===== config.mk =====
export PLATFORM = sky130hd
export DESIGN_NAME = pol_cell
export DESIGN_NICKNAME = d
export VERILOG_FILES = /design/src/design/pol_pkg.sv /design/src/design/pol_cell.sv
export SDC_FILE = /design/constraint.sdc
export NUM_CORES = 1
export LEC_CHECK = 0
export ABC_CLOCK_PERIOD_IN_PS = 6900
export BUFFER_PORTS_ARGS = -buffer_cell sky130_fd_sc_hd__buf_2
export CORE_ASPECT_RATIO = 0.9
export CORE_MARGIN = 4
export CORE_UTILIZATION = 40
export CTS_CLUSTER_SIZE = 40
export DETAILED_ROUTE_END_ITERATION = 12
export PLACE_DENSITY = 0.93
export SKIP_LAST_GASP = 1
export SYNTH_ARGS = -nofsm -noshare
export SYNTH_HDL_FRONTEND = slang
export SYNTH_SLANG_ARGS = --single-unit

===== constraint.sdc =====
create_clock -name clk -period 6.9 [get_ports clk]
set_input_delay 0.345 -clock clk [delete_from_list [all_inputs] [get_ports clk]]
set_output_delay 0.345 -clock clk [all_outputs]
set_load 0.02 [all_outputs]

===== src/design/pol_pkg.sv =====
package pol_pkg;

  localparam int CAPACITY = 64;
  localparam int IDX_W    = $clog2(CAPACITY);
  localparam int CNT_W    = $clog2(CAPACITY + 1);
  localparam int POS_W    = 7;
  localparam int WORD_W   = 32;
  localparam int LEN_W    = 7;
  localparam int CMP_W    = (POS_W > CNT_W) ? POS_W : CNT_W;

  // read-back OR tree: leaf groups of eight cells
  localparam int GROUP_SIZE = 8;
  localparam int GROUPS     = (CAPACITY + GROUP_SIZE - 1) / GROUP_SIZE;

  typedef enum logic [1:0] {
    MODE_INSERT = 2'd0,
    MODE_REMOVE = 2'd1,
    MODE_GET    = 2'd2,
    MODE_CLEAR  = 2'd3
  } mode_t;

  typedef logic [WORD_W-1:0] word_t;

  // shift command broadcast to every cell
  typedef struct packed {
    logic             ins;
    logic             rem;
    logic [POS_W-1:0] pos;
    word_t            value;
  } cell_ctrl_t;

endpackage


===== src/design/pol_cell.sv =====
module pol_cell
  import pol_pkg::*;
(
  input  logic             clk,
  input  logic [IDX_W-1:0] idx,
  input  cell_ctrl_t       ctrl,
  input  word_t            left,
  input  word_t            right,
  output word_t            data,
  output word_t            hit_data
);

  word_t entry;
  word_t entry_next;
  logic  at_pos;
  logic  past_pos;

  assign at_pos   = CMP_W'(idx) == CMP_W'(ctrl.pos);
  assign past_pos = CMP_W'(idx) >  CMP_W'(ctrl.pos);

  always_comb begin
    entry_next = entry;
    if (ctrl.ins && at_pos) begin
      entry_next = ctrl.value;
    end else if (ctrl.ins && past_pos) begin
      entry_next = left;
    end else if (ctrl.rem && (at_pos || past_pos)) begin
      entry_next = right;
    end
  end

  always_ff @(posedge clk) begin
    entry <= entry_next;
  end

  assign data     = entry;
  assign hit_data = at_pos ? entry : '0;

endmodule


==> flow_summary.toml, run 1 <==
[placement]
io_buffers = 175
gp_congestion = 0.780
hpwl_um = 4960
dp_worst_setup_slack_ns = 4.23

[timing]
slew_headroom_pct = 22.0
timing.final.crit_share_pct = 37.6
worstMarginPinSlew_ns = 1.17
rsz0062_at_grt = "no"
timing.fmax_ghz = 0.385
hold_viol_final = 0
finalSetupTns_ns = 0
drv_slew = 0
holdWs_ns = 0.409
fin_crit_ns = 2.59
setup_viol = 0
fin_ws_ns = 4.31

[synth]
synth-xor-area-share_pct = 0
yosysSeqAreaShare_pct = 47.4
synth-compound-area-share_pct = 21.0
yosysUniqueCellTypes = 23
yosysWarnings = 0
yosys-top-cells-area = "edfxtp_1 (47%), o221a_1 (17%), and2_1 (9.9%)"
synth-adder-area-share_pct = 3.70
yosysTopAreaCell = "edfxtp_1"
synth_nets = 286
synthMuxAreaShare_pct = 0
synth-simple-area-share_pct = 22.7
synth_cells = 168
syn_avg_cell_area_um2 = 12.1
ys_ff_latch = 32
synth_top_area_share_pct = 47.4
synth_top_family_by_area = "simple AND/OR/NAND/NOR gates"
syn-cell-area_um2 = 2030

[global_routing]
grt_pass1_wl_um = 9240
grt_max_degree = 34
grt_usage_pct = 18.3
grt_overflow = 0
grt_pass1_vias = 1980
antenna_found_initial = 0

[power_and_ir_drop]
peakVddDrop_mv = 0.0862
power.density_nw_per_um2 = 180
leakage_uw = 0.00142

[clock_tree]
cts_root_buf = "clkbuf_8"
numCtsBuffers = 5
htree_levels = 2
post_cts_buffers = 0
cts.sinks = 32
hold_buffers = 0
clockBufferDepth = 2
clk_pin_slew_worst_paths_ns = 0.06
post_cts_resized = 0
cts_tree = "yes"

[floorplanning]
die_x_um = 83.0
rows = 24
start_util_pct = 41.7
core_area_um2 = 4860
die_h_um = 75.5
dieArea_um2 = 6270
io_pins = 176

[worst_setup_path]
endpoint_kind = "output port"
path_class = "primary input to output port"
critPathRequiredTime_ns = 6.55
crit_fanout = 33
critPathArrivalTime_ns = 2.25
start_kind = "primary input"

[drt]
vias = 1996
ant_nets = 0
first_iter_violations = 60
drc = 0
vias_per_cell = 4.94
wl_per_cell_um = 15.2
drt-total-wl_um = 6130
firstDrtPassIters = 5

[worst_hold_path]
min_path_type = "primary input to register"
whs_path_depth = 2
hold_start = "left[15]"
min_to = "data[15]"

[outcome]
status = "complete, no violations"

[finish]
area_growth_pct = 49.8
layout.nets = 456
largest_reg_flops = 32
drive_gt1_share_pct = 55.8
insertedDiodeCount = 0

[run]
drv_cap = 0
## worst max path at each step
stage	from	endpoint	slack [ns]
floorplan	ctrl[36]	data[0]	3.59
global placement	ctrl[36]	data[25]	4.30
detailed placement	ctrl[36]	data[31]	4.23
CTS	ctrl[36]	hit_data[14]	4.31
global route	ctrl[36]	hit_data[18]	4.11
finish	ctrl[36]	hit_data[14]	4.31
## where the power goes
group	internal (uW)	switching (uW)	total [uW]
Sequential	241	9.54	250
Clock	105	63.9	169
Combinational	59.6	67.4	127
## critical path, cell delays in order
cell and delay [ns]:
buf_2 0.08, inv_1 0.04, ha_1 0.28, nand4b_1 0.23, nor2_2 0.85, and2_1 0.25, buf_2 0.17
## Yosys cell counts, drive strengths merged
cell type / count
a211o: 1
a211oi: 1
a21o: 1
a21oi: 1
a31oi: 2
and2: 32
buf: 6
clkbuf: 6
edfxtp: 32
ha: 6
inv: 7
nand2b: 32
nand3: 1
nand3b: 1
nand4b: 1
nor2: 3
nor3: 1
o221a: 32
or2: 1
or3: 1
## layout make-up
cell class                      count  area, um^2
Inverter                            7        26.3
Sequential cell                    32         961
Timing Repair Buffer              175         876
Tap cell                           65        81.3
Clock buffer                        5        68.8
Clock inverter                      3        37.5
Fill cell                         428        1830
Multi-Input combinational cell    117         985
## routing by layer
| layer | vias up | part of all wire (%) | global-route usage (%) |
|---|---|---|---|
| li1 | 978 | - | - |
| met1 | 908 | 36 | 20.3 |
| met2 | 100 | 55 | 35.2 |
| met3 | 10 | 6.8 | 4.32 |
| met4 | 0 | 1.5 | 6.17 |
| met5 | - | 0 | 0 |
## cell usage in the layout (no fill, tap or decap)
| cell | instances |
|---|---|
| buf_2 | 175 |
| inv_1 | 7 |
| clkbuf_8 | 5 |
| a31oi_4 | 2 |
| and2_1 | 32 |
| nor3_4 | 1 |
| o221a_1 | 30 |
| nand3_1 | 1 |
| or2_1 | 1 |
| bufinv_16 | 1 |
| ha_1 | 6 |
| nor2_2 | 1 |
| nand4b_1 | 1 |
| nand2b_1 | 32 |
| a211oi_1 | 1 |
| clkinv_1 | 2 |
| a21o_1 | 1 |
| nand3b_1 | 1 |
| o221a_2 | 2 |
| or3_4 | 1 |
| edfxtp_1 | 32 |
| nor2_1 | 2 |
| a21oi_1 | 1 |
| a211o_4 | 1 |
## per-stage QoR
step	power [uW]	instance area, um^2	std cells	util (%)
3_5_place_dp	382	2930	396	60.2
2_1_floorplan	324	2030	168	-
5_1_grt	574	3040	404	62.4
3_3_place_gp	378	2930	396	60.2
4_1_cts	552	3040	404	62.4
6_report	546	3040	404	62.4
## kinds of logic (layout without fill, tap and decap cells)
family | Yosys count | count (layout)
buffers and inverters | 19 | 190
AOI/OAI and AO/OA | 38 | 38
adders and majority gates | 6 | 6
DFF | 32 | 32
and+or+nand+nor | 73 | 73
No activity file was read; power rests on OpenSTA's default activity.
==> run 2, diff against run 1 <==
--- a/config.mk
+++ b/config.mk
@@ -5,14 +5,14 @@
 export SDC_FILE = /design/constraint.sdc
 export NUM_CORES = 1
 export LEC_CHECK = 0
-export ABC_CLOCK_PERIOD_IN_PS = 6900
+export ABC_CLOCK_PERIOD_IN_PS = 2700
 export BUFFER_PORTS_ARGS = -buffer_cell sky130_fd_sc_hd__buf_2
 export CORE_ASPECT_RATIO = 0.9
 export CORE_MARGIN = 4
-export CORE_UTILIZATION = 40
+export CORE_UTILIZATION = 38
 export CTS_CLUSTER_SIZE = 40
 export DETAILED_ROUTE_END_ITERATION = 12
-export PLACE_DENSITY = 0.93
+export PLACE_DENSITY = 0.89
 export SKIP_LAST_GASP = 1
 export SYNTH_ARGS = -nofsm -noshare
 export SYNTH_HDL_FRONTEND = slang
==> constraint.sdc (replaced) <==
create_clock -name clk -period 2.7 [get_ports clk]
set_input_delay 0.135 -clock clk [delete_from_list [all_inputs] [get_ports clk]]
set_output_delay 0.135 -clock clk [all_outputs]
set_load 0.02 [all_outputs]
==> run 2 against run 1 <==
Hold slack worse by 0.22 ns. Worst setup slack worse by 3.5 ns. Highest routed layer unchanged. Global-route usage up 0.22 points. Clock-buffer cell count unchanged.
==> flow_summary.toml, run 2 (synthesis results as in run 1) <==
[power_and_ir_drop]
pwr-share-comb_pct = 25.2
p_clk_share_pct = 26.9
power.density_nw_per_um2 = 431
p_int_uw = 953
sequentialPowerShare_pct = 47.9
peakVddDrop_mv = 0.251
switching_power_uw = 374
power_uw = 1330
switching_share_pct = 28.2
leakage_uw = 0.00145

[worst_setup_path]
path_class = "primary input to register"
start_kind = "primary input"
path_cells = "buf_2, inv_1, ha_1, nand4b_1, or2_1, a31oi_4, buf_4, o221a_1"
critPathArrivalTime_ns = 2.05
crit_fanout = 12
critPathSlowestCell = "a31oi_4"
endpoint_kind = "register"
startpoint = "ctrl[36]"
critPathRequiredTime_ns = 2.84
slowest_delay_ns = 0.41

[clock_tree]
post_cts_resized = 0
hold_buffers = 0
clk_pin_slew_worst_paths_ns = 0.07
post_cts_buffers = 0
htree_levels = 2
clockBufferDepth = 2
cts_root_buf = "clkbuf_8"
cts.sinks = 32
numCtsBuffers = 5
cts_tree = "yes"

[finish]
area_growth_pct = 51.7
stdcell_area_um2 = 3070
finalNonFillerCells = 410
insertedDiodeCount = 0
layout_common_cells = "buf_2 (175), nand2b_1 (32), and2_1 (32), edfxtp_1 (32), o221a_1 (30)"
layout.nets = 462
drive_gt1_share_pct = 57.1
largest_reg_flops = 32
mostFrequentLayoutCell = "buf_2"
fillers = 435

[floorplanning]
die_x_um = 85.0
die_h_um = 77.3
rows = 24
core_area_um2 = 5010
io_pins = 176
dieArea_um2 = 6570
start_util_pct = 40.4

[run]
drv_cap = 0

[placement]
gp_congestion = 0.828
placed_cell_area_um2 = 2990
dp.cells = 402
hpwl_um = 5280
io_buffers = 175

[global_routing]
antenna_found_initial = 0
grt_max_degree = 33
met3_usage_pct = 4.39
busiest_layer = "met2"
grt_usage_pct = 18.5
grt.met2_usage_pct = 33.3
grt_pass1_wl_um = 9600
grt_pass1_vias = 1931
grt_overflow = 0
use_met1_pct = 21.4

[timing]
hold_viol_final = 0
drv_slew = 0
setup_viol = 0
holdWs_ns = 0.187
worstMarginPinSlew_ns = 0.476
finalSetupTns_ns = 0
fin_crit_ns = 1.91
timing.fmax_ghz = 0.524
timing.final.crit_share_pct = 70.7
rsz0062_at_grt = "no"
slew_headroom_pct = 68.2

[drt]
drc = 0
ant_nets = 0
wl_per_cell_um = 15.5
drt-total-wl_um = 6350
first_iter_violations = 78
vias_per_cell = 4.92
vias = 2018
firstDrtPassIters = 4

[worst_hold_path]
min_path_type = "primary input to register"
hold_start = "left[10]"

[outcome]
status = "complete, no violations"
==> run 2: power groups by stage <==
stage	combinational, uW	clock, uW	sequential, uW
global placement	329	0	645
finish	334	356	636
detailed placement	336	0	648
CTS	337	374	637
global route	359	397	645
floorplan	117	0	710
==> run 2: final cells by class <==
class | count | area (um^2) | share of cell area, %
Sequential cell | 32 | 961 | 31.3
Inverter | 7 | 26.3 | 0.855
Timing Repair Buffer | 181 | 933 | 30.4
Clock buffer | 5 | 68.8 | 2.24
Clock inverter | 3 | 18.8 | 0.611
Tap cell | 65 | 81.3 | 2.65
Multi-Input combinational cell | 117 | 985 | 32.0
==> run 2: worst max-delay path: cells and delay by family <==
kind,cells,cell delay (ns)
and+or+nand+nor,2,0.61
buffers and inverters,3,0.39
adders and majority gates,1,0.28
AOI/OAI and AO/OA,2,0.63
==> run 2: worst paths after layout <==
check                 slack, ns  cells after the start        to
worst min-delay path       0.19                      2  data[10]
worst max-delay path       0.79                      8  data[28]
==> run 2: per-stage QoR <==
| step | util, % | setup slack [ns] |
|---|---|---|
| 2_1_floorplan | - | 0.307 |
| 6_report | 61.3 | 0.792 |
| 4_1_cts | 61.3 | 0.768 |
| 5_1_grt | 61.3 | 0.701 |
| 3_5_place_dp | 59.6 | 0.478 |
| 3_3_place_gp | 59.6 | 0.568 |
==> run 2: per-layer routing <==
| layer | part of all wire [%] | routed length [um] | up-vias |
|---|---|---|---|
| met5 | 0 | 0 | - |
| met2 | 54 | 3440 | 93 |
| li1 | - | - | 988 |
| met1 | 37 | 2330 | 929 |
| met3 | 7.6 | 481 | 8 |
| met4 | 1.6 | 100 | 0 |
